**src/hw/rtl/rat_ram.sv**
```systemverilog
// Generic single write port RAM with one registered read port.
module rat_ram #(
  parameter int WIDTH = 32,
  parameter int DEPTH = 128,
  localparam int AW = (DEPTH > 1) ? $clog2(DEPTH) : 1
) (
  input  logic             clk,
  input  logic             we,
  input  logic [AW-1:0]    wr_addr,
  input  logic [WIDTH-1:0] wr_data,
  input  logic [AW-1:0]    rd_addr,
  output logic [WIDTH-1:0] rd_data
);

  logic [WIDTH-1:0] mem [DEPTH];

  always_ff @(posedge clk) begin
    if (we) begin
      mem[wr_addr] <= wr_data;
    end
    rd_data <= mem[rd_addr];
  end

endmodule

```
**config.mk**
```make
export PLATFORM = sky130hd
export DESIGN_NAME = rat_ram
export DESIGN_NICKNAME = d
export VERILOG_FILES = /design/src/hw/rtl/rat_ram.sv
export SDC_FILE = /design/constraint.sdc
export NUM_CORES = 2
export LEC_CHECK = 0
export BUFFER_PORTS_ARGS = -buffer_cell sky130_fd_sc_hd__buf_2
export CAP_MARGIN = 20
export CORE_MARGIN = 3
export CORE_UTILIZATION = 59
export CTS_BUF_LIST = sky130_fd_sc_hd__clkbuf_4 sky130_fd_sc_hd__clkbuf_8
export CTS_CLUSTER_DIAMETER = 30
export DETAILED_ROUTE_END_ITERATION = 8
export PLACE_DENSITY = 0.87
export REMOVE_ABC_BUFFERS = 1
export SLEW_MARGIN = 5
export SYNTH_ARGS = -nofsm -noshare
export SYNTH_HDL_FRONTEND = slang
export SYNTH_SLANG_ARGS = --single-unit
```
**constraint.sdc**
```tcl
create_clock -name clk -period 4.05 [get_ports clk]
set_input_delay 0.81 -clock clk [delete_from_list [all_inputs] [get_ports clk]]
set_output_delay 0.81 -clock clk [all_outputs]
set_load 0.05 [all_outputs]
```
==> impl_metrics.ini <==
[status]
outcome = complete, no violations

[clock_tree]
clk_latency_ns = 1.11
postCtsSetupRepairBufs = 0
cts_root_buf = clkbuf_8
clock_path_buffers = 4
postCtsResizedCells = 0
numCtsBuffers = 633
cts-hold-fix-buffers = 0
cts_tree = yes
htree_num_levels = 6
path_clk_slew_ns = 0.08
cts_sinks = 4128

[drt]
drtIter0Drc = 16800
routed_wl_mm = 492
viasPerCell = 7.51
dr_total_vias = 81700
dr.pass1.iters = 8
wl_per_cell_um = 45.2
drc = 0
ant_nets = 0

[cells_and_area]
syn_to_final_growth_pct = 14.8
drive_above_1_share_pct = 41.5
utilization_pct = 68.2
final_net_count = 6847

[timing]
max_clock_freq_mhz = 277
hold_viol = 0
maxSlewHeadroom_pct = 9.41
slew_violations = 0
setup_viol = 0
worstMarginPinSlew_ns = 1.36
period_share_pct = 89.3
fin_crit_ns = 3.61
rsz0062_at_grt = no
finClkSkew_ns = 0.0597
hold_ws_ns = 0.138

[critical_path]
cpLargestDelayFamily = flip-flops
worstSetupPathType = reg2out
r2r_setup_slack_ns = 1.11
max_stage_delay_ns = 1.23
cp_num_buf_inv = 1
required_ns = 3.24
end_kind = output pin
critPathMaxFanout = 10
cp_slowest_cell = dfxtp_1
cp_cell_sequence = buf_2
cp-start-kind = flip-flop
crit_arrival_ns = 2.80

[pwr]
power_per_cell_area_nw_per_um2 = 501
vdd_drop_max_uv = 301
p_leak_uw = 0.0558

[floorplan]
fp.dieW_um = 521
rows = 188
initial_utilization_pct = 59.4
die_h_um = 521
pin_count = 80
core_area_um2 = 263000
dieArea_um2 = 271000

[logic_synthesis]
yosys.area.top_type = edfxtp_1
ys_types = 17
yosysSeqAreaShare_pct = 79.1
postSynthAreaPerCell_um2 = 26.1
synth.top_cell.area_share_pct = 78.7
synth-async-reset-ratio_pct = 0
syn_area_um2 = 156000
synth_top_flop_cell = edfxtp_1
synth_edf_count = 4096
synthCells = 5990
synth_area_leaders = edfxtp_1 79%, mux4_2 19%, clkbuf_1 0.44%
synth-seq-cells = 4128
yosys_warnings = 0
synth_most_common_cell = edfxtp_1
synth_commonest_cells = 4,096 x edfxtp_1, 1,344 x mux4_2, 182 x clkbuf_1, 122 x nor2_1, 79 x buf_2

[grt]
grt_pass1_wl_mm = 651
grt_max_degree = 129
overflow = 0
grt_pass1_vias = 79800
track_usage_pct = 34.9
antenna_found_initial = 79

[placed_design]
dpl.hpwl_mm = 253
gp_congestion = 0.864
io_buffers = 79

[min_path]
hold_path_class = in2reg

[flow_run]
maxCapViolCount = 0
## worst register-to-register path, stage by stage (launching register included)
cell and delay, ns:
edfxtp_1 0.52, mux4_2 0.62, mux4_2 0.63, mux4_2 0.72
mux2_2 0.34
## cell usage in the layout, fill, tap and decap left out, drive strengths merged
master / n
nand2: 14
or3: 1
dfxtp: 32
mux2: 32
clkbuf: 842
nor3: 9
nor2: 122
nand2b: 2
bufinv: 42
nor2b: 7
nand3: 12
mux4: 1344
buf: 490
clkinvlp: 37
inv: 22
edfxtp: 4096
nand4: 3
clkinv: 196
diode: 64
## flip-flops by register name (all words and copies together) (netlist names)
register and flops:
mem 4096, rd_data 32
## metrics by stage
step           setup TNS [ns]  setup slack [ns]  total power, uW  area (um^2)  instances
2_1_floorplan               0            0.0335            50100       155000       5674
3_3_place_gp                0            0.0631            52700       166000       9657
5_1_grt                     0             0.446            91500       179000      10800
6_report                    0             0.435            89900       179000      10900
3_5_place_dp          -0.0813           -0.0482            53100       166000       9657
4_1_cts                     0             0.874            89000       179000      10800
## power by group
| group | leakage, uW | total [uW] | internal, uW | switching [uW] |
|---|---|---|---|---|
| Sequential | 0.0371 | 47400 | 47200 | 246 |
| Combinational | 0.0119 | 5320 | 1920 | 3390 |
| Clock | 0.00681 | 37200 | 19700 | 17500 |
| Total | 0.0558 | 89900 | 68800 | 21200 |
## cell families after synthesis
| group | after synthesis | synth area share, % |
|---|---|---|
| and+or+nand+nor | 170 | 0.446 |
| DFF | 4128 | 79.1 |
| buffers and inverters | 316 | 0.839 |
| muxes | 1376 | 19.6 |
## per-layer routing
metal  up-vias  track usage (%)  share of wire (%)
met4        72             19.7                7.8
met2     10200             53.6                 47
met3      2127             11.2                 17
met5         -                0               0.10
met1     41200             44.6                 28
li1      28200                -                  -
## path summary, 6_finish.rpt
kind / startpoint / end / depth (start not counted)
worst min-delay path: wr_data[19] / mem[109][19]$_DFFE_PP_ / 1
worst max-delay path: rd_data[7]$_DFF_P_ / rd_data[7] / 1
worst min register to register: mem[126][9]$_DFFE_PP_ / rd_data[9]$_DFF_P_ / 4
worst max register to register: mem[79][28]$_DFFE_PP_ / rd_data[28]$_DFF_P_ / 4
## area by class of cell
class,instances,area [um^2]
diodes,64,160
clock buffers,842,10500
clock inverters,297,2640
fillers,13500,83500
multi-input cells,1546,32300
flip-flops and latches,4128,124000
well taps,3515,4400
repair buffers,490,5880
(Power assumes the default switching activity.)
