`config.mk`:
```
export PLATFORM = sky130hd
export DESIGN_NAME = rat_alu
export DESIGN_NICKNAME = d
export VERILOG_FILES = /design/src/hw/rtl/rat_pkg.sv /design/src/hw/rtl/rat_alu.sv
export SDC_FILE = /design/constraint.sdc
export NUM_CORES = 1
export LEC_CHECK = 0
export BUFFER_PORTS_ARGS = -buffer_cell sky130_fd_sc_hd__buf_4
export CORE_MARGIN = 5
export CORE_UTILIZATION = 50
export DETAILED_ROUTE_END_ITERATION = 10
export PLACE_DENSITY = 0.81
export SYNTH_ARGS = -nofsm -noshare
export SYNTH_HDL_FRONTEND = slang
export SYNTH_SLANG_ARGS = --single-unit
```
`constraint.sdc`:
```
create_clock -name vclk -period 4.46
set_input_delay 0.669 -clock vclk [all_inputs]
set_output_delay 0.669 -clock vclk [all_outputs]
set_load 0.02 [all_outputs]
```
`src/hw/rtl/rat_pkg.sv`:
```
// Shared types, constants and codes for the resolved address TTL table.
package rat_pkg;

  localparam int NUM_SERVICES      = 16;
  localparam int SLOTS_PER_SERVICE = 8;
  localparam int TOTAL_SLOTS       = NUM_SERVICES * SLOTS_PER_SERVICE;
  localparam int SLOT_AW           = (TOTAL_SLOTS > 1) ? $clog2(TOTAL_SLOTS) : 1;
  localparam int IDX_W             = (SLOTS_PER_SERVICE > 1) ? $clog2(SLOTS_PER_SERVICE) : 1;

  localparam int CFG_IDX_W  = 2;
  localparam int CFG_DATA_W = 32;

  localparam logic [CFG_IDX_W-1:0] CFG_FIREWALL_ENABLED     = 2'd0;
  localparam logic [CFG_IDX_W-1:0] CFG_MASTER_MODE          = 2'd1;
  localparam logic [CFG_IDX_W-1:0] CFG_EXPIRED_HOLD_SECONDS = 2'd2;

  localparam logic        FIREWALL_ENABLED_RST     = 1'b1;
  localparam logic        MASTER_MODE_RST          = 1'b0;
  localparam logic [31:0] EXPIRED_HOLD_SECONDS_RST = 32'd3600;

  localparam logic OP_RECORD = 1'b0;
  localparam logic OP_CLEAR  = 1'b1;

  localparam logic [1:0] KIND_ADD    = 2'd0;
  localparam logic [1:0] KIND_DELETE = 2'd1;
  localparam logic [1:0] KIND_FULL   = 2'd2;

  typedef struct packed {
    logic        op;
    logic [3:0]  service_index;
    logic [31:0] ip_address;
    logic [31:0] ttl_seconds;
    logic [31:0] now_seconds;
  } req_t;

  typedef struct packed {
    logic [1:0]  kind;
    logic [31:0] rule_address;
    logic [3:0]  rule_service;
    logic        also_forward;
    logic        last;
  } rsp_t;

  typedef struct packed {
    logic [31:0] address;
    logic [31:0] ttl;
    logic [31:0] updated_at;
    logic [31:0] expired_at;
  } slot_word_t;

  typedef enum logic [2:0] {
    ST_IDLE,
    ST_SRCH_RD,
    ST_SRCH_EV,
    ST_ADD,
    ST_SWP_RD,
    ST_SWP_EV,
    ST_FINISH
  } state_t;

  typedef enum logic [1:0] {
    ALU_EQ,
    ALU_GE,
    ALU_GT
  } alu_op_t;

  typedef struct packed {
    logic start;
    logic match_hit;
    logic last_idx;
    logic slot_live;
    logic slot_exp;
    logic cond_hit;
    logic out_free;
  } stat_t;

  typedef struct packed {
    logic busy;
    logic srch_init;
    logic search;
    logic srch_eval;
    logic idx_clr;
    logic idx_inc;
    logic add_do;
    logic mark_do;
    logic free_do;
    logic finish_do;
  } ctrl_t;

endpackage

```
`src/hw/rtl/rat_alu.sv`:
```
// Shared subtract and compare unit for address match, expiry and hold tests.
module rat_alu
  import rat_pkg::*;
(
  input  alu_op_t     op,
  input  logic [31:0] a,
  input  logic [31:0] b,
  input  logic [31:0] c,
  output logic        hit
);

  logic [31:0] diff;

  assign diff = a - b;

  always_comb begin
    case (op)
      ALU_EQ:  hit = (diff == 32'd0);
      ALU_GE:  hit = (diff >= c);
      ALU_GT:  hit = (diff > c);
      default: hit = 1'b0;
    endcase
  end

endmodule

```
==> flow_summary_export.csv <==
group,metric,value,unit
synthesis,avgSynthCellArea,6.68,µm²
pwr,p_leak,2.73,nW
sta,max_slew_margin,64.4,%
grt,grt_util_met2,49.6,%
layout,multi_input_area,3080,µm²
critical_path,start_kind,"input pin",
layout,nets,864,
floorplan,core_area,6280,µm²
min_path,hold_path_class,"in2out",
routing,dr.first_iter.drc_count,311,
grt,grt_max_degree,11,
layout,final_cell_mix,"buf_4, inv_1, ha_1",
routing,drt_wl_total,12.2,mm
routing,ant_nets,0,
sta,finalSetupViolCount,1,
layout,drive_gt1_share,41.1,%
pwr,total_power,0.866,mW
sta,fmax,195,MHz
layout,diodes,0,
routing,vias_per_cell,5.73,
grt,first_global_vias,4426,
sta,period_needed,5.13,ns
pwr,p_per_area,165,nW/µm²
synthesis,yosys_warnings,0,
grt,grt_pass1_wl,20.4,mm
synthesis,synth_cell_type_count,66,
synthesis,seq_area_frac_synth,0,%
floorplan,boundaryPins,99,
placed_design,gp_congestion,0.927,
sta,hold_ws,1.75,ns
layout,final_common_cell,"buf_4",
sta,finalHoldViolCount,0,
synthesis,synth_cells,477,
routing,drcViolationCount,0,
status,status,"finished with violations",
layout,area.sequential,0,µm²
layout,seq_cells,0,
grt,grt-busiest-layer,"met2",
sta,tightest_slew,0.530,ns
placed_design,dp_hpwl,10.7,mm
sta,maxSlewViolCount,0,
floorplan,die_area,8060,µm²
critical_path,crit_path_max_fanout,3,
pwr,clock_power_share,0,%
sta,timing.final.crit_share,115,%
placed_design,portBuffers,99,
layout,syn2layout_area_growth,64.4,%
routing,vias,4455,
layout,finalNonFillerCells,777,
status,violations,"setup timing",
critical_path,required,3.79,ns
grt,met3_usage,3.59,%
routing,dr.pass1.iters,5,
floorplan,die_w,89.8,µm
routing,wl_per_cell,15.7,µm
grt,antenna_found_initial,0,
critical_path,end_kind,"output pin",
sta,rsz0062_at_grt,"yes",
floorplan,num_rows,29,
critical_path,critical_path_class,"in2out",
placed_design,dpl.cell_count,770,
placed_design,place_ws,-0.887,ns
floorplan,die_h,89.8,µm
synthesis,syn_nets,639,
grt,grt.overflow.total,0,
layout,clock_buffer_count,0,
pwr,seq_power_share,0,%
critical_path,crit_arrival,4.46,ns
pwr,ir_worst_vdd,0.110,mV
sta,setup_ws,-0.670,ns
grt,use_met1,38.6,%
pwr,switching_share,48.7,%
synthesis,syn-cell-area,3180,µm²
layout,num-fill-cells,393,
grt,grt_usage,28.8,%
pwr,p_int,0.444,mW
pwr,combPwrFrac,100.0,%
floorplan,start_util,50.7,%
job,drv_cap,0,
pwr,power.switching,0.422,mW
[per-stage QoR]
stage                     TNS, ns  utilization, %  instance area, µm²
final                      -0.670            83.4                5240
after CTS                  -0.608            82.7                5190
after floorplan            -0.207               -                3330
after detailed placement   -0.887            80.6                5060
after global placement     -0.634            80.6                5060
after global routing       -0.844            83.4                5240
[synth_stat cells (4+ instances only)]
library cell  number  area, µm²
buf_2              4       20.0
clkbuf_1           8       30.0
ha_1              63        788
or3_1              4       25.0
nand4_1           20        125
nand2_1           35        131
a211oi_1           4       30.0
nor3_1            15       75.1
and2_1             5       31.3
a21oi_1           43        215
nor4_1             5       31.3
o21ai_1            4       20.0
a21o_1            11       82.6
xor2_1             7       61.3
xnor2_1           10       87.6
o21ai_0           26        130
nand3_1           12       60.1
o21bai_1           6       45.0
nor2b_1            7       43.8
o21a_1            11       82.6
inv_1             74        278
o211ai_1           4       30.0
nor2_1            29        109
[repair_timing]
item,in CTS,in global routing
pin swaps,23,11
resized for setup,25,5
hold buffers,0,0
endpoints found under the setup margin,1,1
setup buffers,4,3
[layer usage]
metal	wire, µm	part of all wire [%]
met5	0	0
met1	5250	43
met4	198	1.6
met2	5910	48
met3	850	7.0
[cell type report]
| cell class | instances | share of cell area [%] |
|---|---|---|
| multi-input cells | 390 | 58.8 |
| inverters | 74 | 5.35 |
| well taps | 77 | 1.84 |
| repair buffers | 236 | 34.0 |
[worst paths after layout]
path | slack (ns) | startpoint | to | cells past startpoint
worst min-delay path | 1.75 | op[0] | hit | 5
worst max-delay path | -0.67 | a[4] | hit | 19
[cells by family (layout without fill, tap and decap cells)]
group	after synthesis	count (layout)	share of synthesized area (%)
AO/OA/AOI/OAI	146	146	31.1
multiplexers	4	4	1.41
XOR/XNOR	17	17	4.68
buffers and inverters	87	310	10.6
AND/OR/NAND/NOR	159	159	26.8
adder cells (fa/ha/maj)	64	64	25.4
[power by group through the flow]
stage	registers [mW]	logic, mW	clock network [mW]
floorplan	0	0.442	0
global placement	0	0.770	0
detailed placement	0	0.800	0
CTS	0	0.834	0
global route	0	0.946	0
finish	0	0.866	0
[critical path: stages]
cell and delay (ns):
buf_4 0.11, ha_1 0.32, a21o_1 0.22, a31oi_2 0.24, nor3_1 0.14, or4_4 0.54, nand4_1 0.10, and4_1 0.22
ha_1 0.26, a21o_1 0.19, a21o_1 0.19, a21oi_2 0.13, nor2b_1 0.06, o21ai_1 0.13, a21oi_1 0.09, or4_4 0.53
o21ai_2 0.14, nand2_2 0.06, buf_6 0.13
Note: power is estimated with default switching activity, not from simulation.
