## config.mk

```make
export PLATFORM = sky130hd
export DESIGN_NAME = rat_fsm
export DESIGN_NICKNAME = d
export VERILOG_FILES = /design/src/hw/rtl/rat_pkg.sv /design/src/hw/rtl/rat_fsm.sv
export SDC_FILE = /design/constraint.sdc
export NUM_CORES = 1
export LEC_CHECK = 0
export BUFFER_PORTS_ARGS = -buffer_cell sky130_fd_sc_hd__buf_2
export CORE_AREA = 2 2 39 41
export CTS_CLUSTER_SIZE = 20
export DETAILED_ROUTE_END_ITERATION = 10
export DIE_AREA = 0 0 41 43
export PLACE_DENSITY = 0.52
export SLEW_MARGIN = 20
export SYNTH_ARGS = -nofsm -noshare
export SYNTH_HDL_FRONTEND = slang
export SYNTH_SLANG_ARGS = --single-unit
```

## constraint.sdc

```tcl
create_clock -name clk -period 1.5 [get_ports clk]
set_clock_uncertainty 0.2 [all_clocks]
set_input_delay 0.15 -clock clk [delete_from_list [all_inputs] [get_ports clk]]
set_output_delay 0.15 -clock clk [all_outputs]
set_load 0.05 [all_outputs]
```

## src/hw/rtl/rat_pkg.sv

```systemverilog
// Shared types, constants and codes for the resolved address TTL table.
package rat_pkg;

  localparam int NUM_SERVICES      = 16;
  localparam int SLOTS_PER_SERVICE = 8;
  localparam int TOTAL_SLOTS       = NUM_SERVICES * SLOTS_PER_SERVICE;
  localparam int SLOT_AW           = (TOTAL_SLOTS > 1) ? $clog2(TOTAL_SLOTS) : 1;
  localparam int IDX_W             = (SLOTS_PER_SERVICE > 1) ? $clog2(SLOTS_PER_SERVICE) : 1;

  localparam int CFG_IDX_W  = 2;
  localparam int CFG_DATA_W = 32;

  localparam logic [CFG_IDX_W-1:0] CFG_FIREWALL_ENABLED     = 2'd0;
  localparam logic [CFG_IDX_W-1:0] CFG_MASTER_MODE          = 2'd1;
  localparam logic [CFG_IDX_W-1:0] CFG_EXPIRED_HOLD_SECONDS = 2'd2;

  localparam logic        FIREWALL_ENABLED_RST     = 1'b1;
  localparam logic        MASTER_MODE_RST          = 1'b0;
  localparam logic [31:0] EXPIRED_HOLD_SECONDS_RST = 32'd3600;

  localparam logic OP_RECORD = 1'b0;
  localparam logic OP_CLEAR  = 1'b1;

  localparam logic [1:0] KIND_ADD    = 2'd0;
  localparam logic [1:0] KIND_DELETE = 2'd1;
  localparam logic [1:0] KIND_FULL   = 2'd2;

  typedef struct packed {
    logic        op;
    logic [3:0]  service_index;
    logic [31:0] ip_address;
    logic [31:0] ttl_seconds;
    logic [31:0] now_seconds;
  } req_t;

  typedef struct packed {
    logic [1:0]  kind;
    logic [31:0] rule_address;
    logic [3:0]  rule_service;
    logic        also_forward;
    logic        last;
  } rsp_t;

  typedef struct packed {
    logic [31:0] address;
    logic [31:0] ttl;
    logic [31:0] updated_at;
    logic [31:0] expired_at;
  } slot_word_t;

  typedef enum logic [2:0] {
    ST_IDLE,
    ST_SRCH_RD,
    ST_SRCH_EV,
    ST_ADD,
    ST_SWP_RD,
    ST_SWP_EV,
    ST_FINISH
  } state_t;

  typedef enum logic [1:0] {
    ALU_EQ,
    ALU_GE,
    ALU_GT
  } alu_op_t;

  typedef struct packed {
    logic start;
    logic match_hit;
    logic last_idx;
    logic slot_live;
    logic slot_exp;
    logic cond_hit;
    logic out_free;
  } stat_t;

  typedef struct packed {
    logic busy;
    logic srch_init;
    logic search;
    logic srch_eval;
    logic idx_clr;
    logic idx_inc;
    logic add_do;
    logic mark_do;
    logic free_do;
    logic finish_do;
  } ctrl_t;

endpackage

```

## src/hw/rtl/rat_fsm.sv

```systemverilog
// Sequencer that walks one service's slots through search, add and sweep.
module rat_fsm
  import rat_pkg::*;
(
  input  logic  clk,
  input  logic  rst,
  input  stat_t stat,
  output ctrl_t ctrl
);

  state_t state;
  state_t state_next;
  logic   free_need;

  assign free_need = stat.slot_live && stat.slot_exp && stat.cond_hit;

  always_ff @(posedge clk) begin
    if (rst) begin
      state <= ST_IDLE;
    end else begin
      state <= state_next;
    end
  end

  always_comb begin
    state_next = state;
    case (state)
      ST_IDLE: begin
        if (stat.start) begin
          state_next = ST_SRCH_RD;
        end
      end
      ST_SRCH_RD: state_next = ST_SRCH_EV;
      ST_SRCH_EV: begin
        if (stat.match_hit || stat.last_idx) begin
          state_next = ST_ADD;
        end else begin
          state_next = ST_SRCH_RD;
        end
      end
      ST_ADD:    state_next = ST_SWP_RD;
      ST_SWP_RD: state_next = ST_SWP_EV;
      ST_SWP_EV: begin
        if (!(free_need && !stat.out_free)) begin
          state_next = stat.last_idx ? ST_FINISH : ST_SWP_RD;
        end
      end
      ST_FINISH: begin
        if (stat.out_free) begin
          state_next = ST_IDLE;
        end
      end
      default: state_next = ST_IDLE;
    endcase
  end

  always_comb begin
    ctrl = '0;
    ctrl.busy = (state != ST_IDLE);
    case (state)
      ST_IDLE: begin
        ctrl.srch_init = 1'b1;
        ctrl.idx_clr   = 1'b1;
      end
      ST_SRCH_EV: begin
        ctrl.search    = 1'b1;
        ctrl.srch_eval = 1'b1;
        ctrl.idx_inc   = !(stat.match_hit || stat.last_idx);
      end
      ST_ADD: begin
        ctrl.add_do  = 1'b1;
        ctrl.idx_clr = 1'b1;
      end
      ST_SWP_EV: begin
        ctrl.mark_do = stat.slot_live && !stat.slot_exp && stat.cond_hit;
        ctrl.free_do = free_need && stat.out_free;
        ctrl.idx_inc = !stat.last_idx && !(free_need && !stat.out_free);
      end
      ST_FINISH: begin
        ctrl.finish_do = stat.out_free;
      end
      default: ctrl.busy = (state != ST_IDLE);
    endcase
  end

endmodule

```

==> metrics.md, run 1 <==
| Metric | Value |
|---|---|
| Leakage | `0.0002770 uW` |
| Hold Path Stages | `4` |
| Min-Delay Path Class | `input port to flip-flop` |
| TritonRoute pass-1 iters | `2` |
| Antenna violations before repair | `0` |
| Register with the most flip-flops | `state` |
| Hold path startpoint | `stat[0]` |
| Largest net degree at the start of global routing | `8` |
| First-pass GRT wire length | `1359 um` |
| Post-DRT Antenna Nets | `0` |
| Synth warn | `0` |
| Detail Placement HPWL | `627.8 um` |
| Regs by FF count | `state x3` |
| Async SR Flop Fraction | `0%` |
| DIE AREA | `0.001763 mm^2` |
| Mapped Cells | `35` |
| RSZ-0062 raised after global routing | `yes` |
| Clk sinks | `3` |
| GRT Total Usage | `between 10% and 20%` |
| Number of global-route vias before repair | `approximately 340` |
| Crit path time final | `about 1.6 ns` |
| Crit Reg-Reg Endpoint | `state[1]` |
| Max Clock Freq | `about 610 MHz` |
| Switch share | `between 30% and 40%` |
| Core area | `0.001384 mm^2` |
| WP data required | `1.15 ns` |
| Worst slew margin | `roughly 84%` |
| Ratio of cells with drive above 1 in the final layout | `74.24%` |
| Placer Congestion | `between 0.7 and 0.8` |
| Final Slew Violations | `0` |
| TritonCTS clock tree | `yes` |
| Final routed DRC violation total | `0` |
| Hold Path Sink | `state[2]` |
| Grt ovf | `0` |
| Placed insts | `75` |
| Ports | `19` |
| Combinational share of power | `52.8%` |
| Rows | `14` |
| Final period utilization | `109.5%` |
| R2R setup slack | `around 0.15 ns` |
| Non-Filler Instances | `roughly 80` |
| Clock Pin Slew Worst Setup and Hold Paths | `roughly 0.040 ns` |
| Syn avg cell area | `just under 8 um^2` |
| CP Max Fanout | `3` |
| Max_cap viols | `0` |
| Internal power | `around 310 uW` |
| Vias/cell | `4.524` |
| Seq pwr share | `roughly a fifth` |
| RR Startpoint | `state[1]` |
| Outcome | `complete, but fails checks` |
| Core Util, Final | `between 40% and 50%` |
| Post-synth EDFFs | `0` |
| Avg WL per Cell | `~11 um` |
| Slew @ Worst Pin | `approximately 0.24 ns` |
| Worst setup margin | `-0.1426 ns` |
| Crit path launch type | `flip-flop` |
| Worst r2r path cells | `5` |
| Post-synthesis sequential area ratio | `between 20% and 30%` |
| Filler Cell Count | `~140` |
| Area leader, netlist | `dfxtp_1` |
| H-tree levels | `1` |
| Hold Fails Final Rpt | `0` |
| Power Density | `804.1 mW/mm^2` |
| Violated checks | `negative setup slack` |
| Sw power | `198.8 uW` |
| Final wirelength | `~870 um` |
| Distinct cells, synth | `24` |
| Clk Latency, worst-skew pair | `approximately 0.23 ns` |
| Critical path class | `flip-flop to output pin` |
| Port bufs | `18` |
| Clock share of power | `between 20% and 30%` |
| Area contributors post-synth | `dfxtp_1 22%, a21oi_1 5.5%, a311oi_2 5.5%, buf_4 5.5%, nor3b_2 4.6%` |
| N_diodes | `0` |
| Crit path arrival time | `between 1 and 1.5 ns` |
| Crit path capture type | `output pin` |
| Die Wd | `just over 40 um` |
| Via count | `around 370` |
| Post-Syn Nets | `44` |
| Initial Util | `approximately a fifth` |
| Seq cells post-synth | `3` |
| Post-Syn Area | `approximately 270 um^2` |
| Top cell type's share of synthesized area | `around 22%` |
| Final setup fails | `10` |
| Vert. Die Dim | `roughly 43 um` |
| Max reg flops | `3` |
| CTS buffer count | `3` |
| Commonest cells post-synth | `3 x a21oi_1, 3 x dfxtp_1, 3 x nand2_1, 3 x nor2_1` |
| Synth-to-Final Area Change | `133.0%` |
| Most used DFF post-synth | `dfxtp_1` |
| Post-layout net count | `76` |
| DR iter-0 viols | `1` |
| CTS max path bufs | `2` |
| Worst vdd ir | `between 0.3 and 0.4 mV` |
| Root Buffer Master | `clkbuf_4` |
[stage by stage]
stage	worst slack, ns	setup TNS (ns)	total power (uW)	cell area (um^2)	hold slack (ns)
2_1_floorplan	-0.2678	-0.3862	244.5	320.3	0.01244
5_1_grt	-0.1891	-1.582	539.2	635.6	0.09481
6_report	-0.1426	-1.121	511.1	635.6	0.07272
3_3_place_gp	0.01014	0	305.7	471.7	0.1607
4_1_cts	-0.1271	-0.9361	504.0	620.6	0.07259
3_5_place_dp	-0.005688	-0.005688	306.0	471.7	0.1573
[routing by layer]
layer / GRT usage [%] / vias to the layer above / part of all wire (%) / wire length (um)
met5: 0 / - / 0 / 0
met1: 12.14 / 164 / 39 / 339
li1: - / 184 / - / -
met3: 0.5236 / 4 / 6.8 / 59
met4: 12.00 / 0 / 3.3 / 29
met2: 19.69 / 19 / 51 / 441
[placed cells by master, fill, tap and decap left out, drive strengths merged]
cell and n:
nor2b 1, nand3b 1, nand2b 1, nand4 1
nand4b 1, nor3b 1, and2b 1, nor2 3
buf 28, o21ba 1, a311oi 1, a21oi 4
or3 2, nand2 4, a32oi 1, or2 1
dlygate4sd3 1, and3 1, inv 3, clkbuf 4
dfxtp 3, o21ai 2
[timing repair]
action | 4_1_cts | 5_1_grt
setup buffers | 1 | 1
hold buffers | 1 | 0
resized for setup | 33 | 2
pin swaps | 6 | 5
endpoints found under the setup margin | 10 | 10
endpoints found under the hold margin | 2 | 0
[how the worst max path moves through the flow]
stage / from / to / slack, ns / cells after the start
floorplan: state[2] / ctrl[4] / -0.27 / 4
global placement: state[2] / ctrl[2] / 0.01 / 3
detailed placement: state[2] / ctrl[2] / -0.006 / 3
CTS: state[0] / ctrl[1] / -0.13 / 4
global route: state[0] / ctrl[4] / -0.19 / 5
finish: state[0] / ctrl[7] / -0.14 / 5
[area by class of cell]
type | count | area (um^2) | share of cell area, %
Multi-Input combinational cell | 27 | 237.7 | 37.40
Inverter | 3 | 11.26 | 1.772
Timing Repair Buffer | 29 | 271.5 | 42.72
Tap cell | 16 | 20.02 | 3.150
Clock buffer | 4 | 26.28 | 4.134
Sequential cell | 3 | 68.82 | 10.83
[critical path: stages (launching register included)]
cell,delay (ns)
dfxtp_2,0.32
buf_4,0.14
nor3b_4,0.22
buf_4,0.14
buf_6,0.09
buf_8,0.13
[power by group through the flow]
| stage | Sequential (uW) | Clock (uW) | Combinational, uW |
|---|---|---|---|
| 3_5_place_dp | 97.8 | 0 | 208 |
| 6_report | 96.8 | 144 | 270 |
| 3_3_place_gp | 97.7 | 0 | 208 |
| 2_1_floorplan | 99.2 | 0 | 145 |
| 5_1_grt | 98.2 | 155 | 286 |
| 4_1_cts | 96.5 | 146 | 261 |
[logic make-up (layout without fill, tap and decap cells)]
logic type	count (synthesis)	after routing	share of synthesized area, %
and+or+nand+nor	18	18	43.59
DFF	3	3	22.02
buffers and inverters	5	36	9.631
AOI/OAI and AO/OA	9	9	24.77
Note: power is estimated with default switching activity, not from simulation.
==> inputs of run 2 (changes only) <==
--- a/config.mk
+++ b/config.mk
@@ -7,6 +7,7 @@
 export LEC_CHECK = 0
 export BUFFER_PORTS_ARGS = -buffer_cell sky130_fd_sc_hd__buf_2
 export CORE_AREA = 2 2 39 41
+export CTS_BUF_LIST = sky130_fd_sc_hd__clkbuf_8
 export CTS_CLUSTER_SIZE = 20
 export DETAILED_ROUTE_END_ITERATION = 10
 export DIE_AREA = 0 0 41 43
==> run 2 against run 1 <==
Net effect:
- the run still ends with negative setup slack left
- critical endpoint is now ctrl[5]
- die area is the same
- routed wire length grew 1.3%
- critical path type unchanged
- sequential share of layout area shrank 0.31 points
==> metrics.md, run 2 (synthesis gave the netlist of run 1 again) <==
| Metric | Value |
|---|---|
| Worst hold slack | `roughly 0.087 ns` |
| Final wirelength | `roughly 900 um` |
| Crit path max-delay family | `simple AND/OR/NAND/NOR gates` |
| WP data required | `1.15 ns` |
| Crit path capture type | `output pin` |
| CP peak stage delay | `0.36 ns` |
| Post-layout net count | `76` |
| Clock Pin Slew Worst Setup and Hold Paths | `0.04 ns` |
| H-tree levels | `1` |
| Min-Delay Path Class | `input port to flip-flop` |
| DR iter-0 viols | `4` |
| Hold Fails Final Rpt | `0` |
| Post-DRT Antenna Nets | `0` |
| Worst slew margin | `83.64%` |
| Avg WL per Cell | `approximately 11 um` |
| Final Slew Violations | `0` |
| Register with the most flip-flops | `state` |
| Core Util, Final | `between 40% and 50%` |
| Power Density | `between 900 and 1000 mW/mm^2` |
| Sw power | `about 220 uW` |
| Final period utilization | `107.8%` |
| Synth-to-Final Area Change | `139.9%` |
| Max reg flops | `3` |
| Number of global-route vias before repair | `329` |
| TritonRoute pass-1 iters | `4` |
| Die Wd | `just over 40 um` |
| Core area | `0.001384 mm^2` |
| Vias/cell | `4.512` |
| Crit path launch type | `flip-flop` |
| Switch share | `roughly 36%` |
| Internal power | `between 300 and 400 uW` |
| Setup TNS | `-0.7242 ns` |
| Slew @ Worst Pin | `0.2447 ns` |
| Clk sinks | `3` |
| Commonest non-fill, non-tap cells in the layout | `8 x buf_2, 8 x buf_4, 7 x buf_8, 5 x buf_6` |
| Initial Util | `between 10% and 20%` |
| Final routed DRC violation total | `0` |
| Critical path class | `flip-flop to output pin` |
| Flip-flop and latch area | `about 69 um^2` |
| Worst setup margin | `-0.1170 ns` |
| Detail Placement HPWL | `about 630 um` |
| Root Buffer Master | `clkbuf_8` |
| Ports | `19` |
| Leakage | `a little under 0.0003 uW` |
| Worst vdd ir | `~0.35 mV` |
| Violated checks | `negative setup slack` |
| Crit path buf inv count | `2` |
| CP Max Fanout | `5` |
| Outcome | `complete, but fails checks` |
| Area of the multi-input gates | `roughly 240 um^2` |
| Crit path arrival time | `1.27 ns` |
| Clk Latency, worst-skew pair | `between 0.2 and 0.25 ns` |
| GRT Total Usage | `roughly an eighth` |
| CTS max path bufs | `2` |
| Via count | `370` |
| Seq pwr share | `approximately 16%` |
| Port bufs | `18` |
| Filler Cell Count | `between 100 and 150` |
| Crit path time final | `approximately 1.6 ns` |
| First-pass GRT wire length | `1400 um` |
| Ratio of cells with drive above 1 in the final layout | `74.24%` |
| Final setup fails | `10` |
| CTS buffer count | `3` |
| Regs by FF count | `state x3` |
| N_diodes | `0` |
| Vert. Die Dim | `43 um` |
| Antenna violations before repair | `0` |
| Max_cap viols | `0` |
| Placer Congestion | `between 0.7 and 0.8` |
| DIE AREA | `between 0.0015 and 0.002 mm^2` |
| Critical path cell sequence | `buf_4 -> or3_4 -> nand2_4 -> buf_8` |
| Clock share of power | `approximately two fifths` |
| Largest net degree at the start of global routing | `8` |
| Grt ovf | `0` |
| Rows | `14` |
| Max Clock Freq | `between 600 and 700 MHz` |
| Combinational share of power | `approximately 44%` |
| Critical Path Slowest Stage Cell | `or3_4` |
| RSZ-0062 raised after global routing | `yes` |
| TritonCTS clock tree | `yes` |
run 2: changes by cell type in the layout (fill, tap and decap cells not counted), sizes merged:
cell    delta
clkbuf     -1
inv        +1
run 2: metal layers:
metal,part of all wire [%],up-vias,GRT usage [%],wire [um]
li1,-,184,-,-
met1,38,165,13.10,336
met2,51,19,19.38,446
met3,8.4,2,1.047,74
met4,2.6,0,8.000,23
met5,0,-,0,0
run 2: path summary, 6_finish.rpt:
| path | end | slack (ns) | start | cells after the start |
|---|---|---|---|---|
| hold reg to reg | state[0] | 0.37 | state[0] | 2 |
| setup / recovery | ctrl[5] | -0.12 | state[0] | 4 |
| hold / removal | state[2] | 0.09 | stat[0] | 4 |
| setup reg to reg | state[1] | 0.15 | state[1] | 5 |
run 2: power by group through the flow:
stage / clock (uW) / sequential, uW / combinational (uW)
detailed placement: 0 / 97.8 / 208
global route: 249 / 98.1 / 283
floorplan: 0 / 99.2 / 145
global placement: 0 / 97.7 / 208
finish: 237 / 96.8 / 267
CTS: 245 / 96.7 / 263
run 2: worst register-to-register path: stages, from the launching register on:
cell and delay (ns):
dfxtp_4 0.36, buf_4 0.15, and2b_1 0.16, buf_4 0.13
a21oi_1 0.17, a311oi_2 0.05
run 2: area by class of cell:
| class | count | area share [%] |
|---|---|---|
| Inverter | 3 | 1.721 |
| Timing Repair Buffer | 29 | 41.49 |
| Tap cell | 16 | 3.059 |
| Multi-Input combinational cell | 27 | 36.33 |
| Sequential cell | 3 | 10.52 |
| Clock inverter | 1 | 0.5736 |
| Clock buffer | 3 | 6.310 |
run 2: metrics by stage:
stage	total power [uW]	instances	worst slack, ns	area [um^2]
floorplan	244.5	35	-0.2678	320.3
global placement	305.7	75	0.01014	471.7
detailed placement	306.0	75	-0.005688	471.7
CTS	604.1	82	-0.1168	644.4
global route	629.9	82	-0.1711	654.4
finish	601.1	82	-0.1170	654.4
run 2: repair_timing:
action | 4_1_cts | 5_1_grt
hold buffers | 1 | 0
setup endpoints to repair | 10 | 10
resized for setup | 32 | 3
endpoints found under the hold margin | 2 | 0
buffers inserted | 2 | 0
pin swaps | 7 | 2
==> inputs of run 3 (changes only) <==
--- a/config.mk
+++ b/config.mk
@@ -12,6 +12,7 @@
 export DETAILED_ROUTE_END_ITERATION = 10
 export DIE_AREA = 0 0 41 43
 export PLACE_DENSITY = 0.52
+export REMOVE_ABC_BUFFERS = 1
 export SLEW_MARGIN = 20
 export SYNTH_ARGS = -nofsm -noshare
 export SYNTH_HDL_FRONTEND = slang
==> run 3 against run 2 <==
Net effect:
- the run still ends with negative setup slack left
- critical path type unchanged
- fmax is 0.84% higher
- cell count is 6.1% lower
- cell area is 13% lower
- register-to-register slack better by 0.03 ns
- hold slack worse by 0.031 ns
- utilization is 6.3 points lower
- count of clock-buffer cells in the layout stayed put
- flip-flop and latch count stayed put
- non-clock buffer count is 5 lower
==> metrics.md, run 3 (synthesis gave the netlist of run 1 again) <==
| Metric | Value |
|---|---|
| Post-DRT Antenna Nets | `0` |
| Ratio of cells with drive above 1 in the final layout | `a little under two thirds` |
| Max_cap viols | `0` |
| Crit path time final | `between 1.5 and 2 ns` |
| Vert. Die Dim | `approximately 43 um` |
| Critical path class | `flip-flop to output pin` |
| WP data required | `roughly 1.2 ns` |
| Clk Latency, worst-skew pair | `0.22 ns` |
| Worst setup margin | `-0.1035 ns` |
| Min-Delay Path Class | `input port to flip-flop` |
| Outcome | `complete, but fails checks` |
| Register with the most flip-flops | `state` |
| Vias/cell | `4.377` |
| Critical Path Slowest Stage Cell | `or3_4` |
| Via count | `between 300 and 400` |
| Synth-to-Final Area Change | `107.8%` |
| Root Buffer Master | `clkbuf_8` |
| Hold Fails Final Rpt | `0` |
| Avg WL per Cell | `approximately 10 um` |
| Final routed DRC violation total | `0` |
| Final setup fails | `10` |
| CTS max path bufs | `2` |
| Die Wd | `slightly above 40 um` |
| Max Clock Freq | `roughly 620 MHz` |
| Regs by FF count | `state x3` |
| Critical path cell sequence | `buf_6 -> or3_4 -> nand2_2 -> buf_8` |
| Final Slew Violations | `0` |
| Dpl cell area | `around 380 um^2` |
| Core area | `~0.0014 mm^2` |
| RSZ-0062 raised after global routing | `yes` |
| Power Density | `a little over 1000 mW/mm^2` |
| CTS buffer count | `3` |
| Clk sinks | `3` |
| N_diodes | `0` |
| Post-layout net count | `71` |
| Slew @ Worst Pin | `between 0.15 and 0.2 ns` |
| Ports | `19` |
| Detail Placement HPWL | `between 500 and 600 um` |
| Worst slew margin | `slightly below 90%` |
| Worst vdd ir | `between 0.4 and 0.5 mV` |
| Placer Congestion | `approximately 0.71` |
| Final period utilization | `106.9%` |
| Crit path launch type | `flip-flop` |
| Commonest non-fill, non-tap cell in the layout | `buf_2` |
| Non-Filler Instances | `77` |
| Antenna violations before repair | `0` |
| Crit path buf inv count | `2` |
| Clock Pin Slew Worst Setup and Hold Paths | `around 0.03 ns` |
| Initial Util | `roughly a fifth` |
| TritonRoute pass-1 iters | `1` |
| Crit path arrival time | `around 1.3 ns` |
| Largest net degree at the start of global routing | `12` |
| Final Instance Area | `approximately 570 um^2` |
| Placed insts | `~70` |
| Design Power | `~570 uW` |
| GRT Total Usage | `between 10% and 20%` |
| DR iter-0 viols | `0` |
| Violated checks | `negative setup slack` |
| Crit path capture type | `output pin` |
| Commonest non-fill, non-tap cells in the layout | `8 x buf_2, 7 x buf_6, 5 x buf_8` |
| First-pass GRT wire length | `~1200 um` |
| CP Max Fanout | `3` |
| CP peak stage delay | `roughly 0.35 ns` |
| Rows | `14` |
| Grt ovf | `0` |
| Port bufs | `18` |
| Final wirelength | `around 800 um` |
| Number of global-route vias before repair | `around 300` |
| Leakage | `about 0.00026 uW` |
| H-tree levels | `1` |
| Max reg flops | `3` |
| TritonCTS clock tree | `yes` |
| DIE AREA | `0.001763 mm^2` |
| Crit path max-delay family | `simple AND/OR/NAND/NOR gates` |
run 3: where the power goes:
part / switching (uW) / internal (uW)
combinational: 132 / 113
sequential: 12.1 / 86.3
clock: 56.5 / 175
run 3: area by class of cell:
class	count	area, um^2
multi-input cells	27	192.7
clock buffers	3	41.29
flip-flops and latches	3	71.32
inverters	3	11.26
fillers	148	817.0
well taps	16	20.02
clock inverters	1	3.754
repair buffers	24	226.5
run 3: worst paths after layout:
check / from / to / slack (ns) / cells after the start
worst max-delay path: state[0] / ctrl[5] / -0.10 / 4
worst min-delay path: stat[4] / state[1] / 0.06 / 3
worst max register to register: state[2] / state[1] / 0.18 / 3
worst min register to register: state[2] / state[1] / 0.35 / 1
run 3: timing repair:
| item | in CTS | in global routing |
|---|---|---|
| pin swaps | 3 | 5 |
| resized for setup | 29 | 7 |
| endpoints found under the hold margin | 2 | 0 |
| setup endpoints to repair | 10 | 10 |
| hold buffers | 1 | 0 |
| setup buffers | 1 | 3 |
run 3: metal layers:
layer	share of wire (%)	global-route usage, %	wire length (um)
met1	44	13.50	354
met3	8.5	5.236	68
met5	0	0	0
met2	47	13.13	379
met4	0	6.000	0
run 3: worst reg2reg max path: stages (launching register included):
cell and delay, ns:
dfxtp_4 0.38, or3_1 0.37, a21oi_1 0.20, a311oi_2 0.05
run 3: metrics by stage:
step,hold WS [ns],utilization [%],TNS [ns],worst slack (ns)
after global routing,0.07679,40.96,-1.131,-0.1668
after floorplan,0.01244,-,-2.994,-1.390
after global placement,0.1670,27.67,-0.01067,-0.01067
after CTS,0.05541,38.70,-0.7253,-0.1135
after detailed placement,0.1648,27.67,-0.01079,-0.005674
final,0.05638,40.96,-0.6597,-0.1035
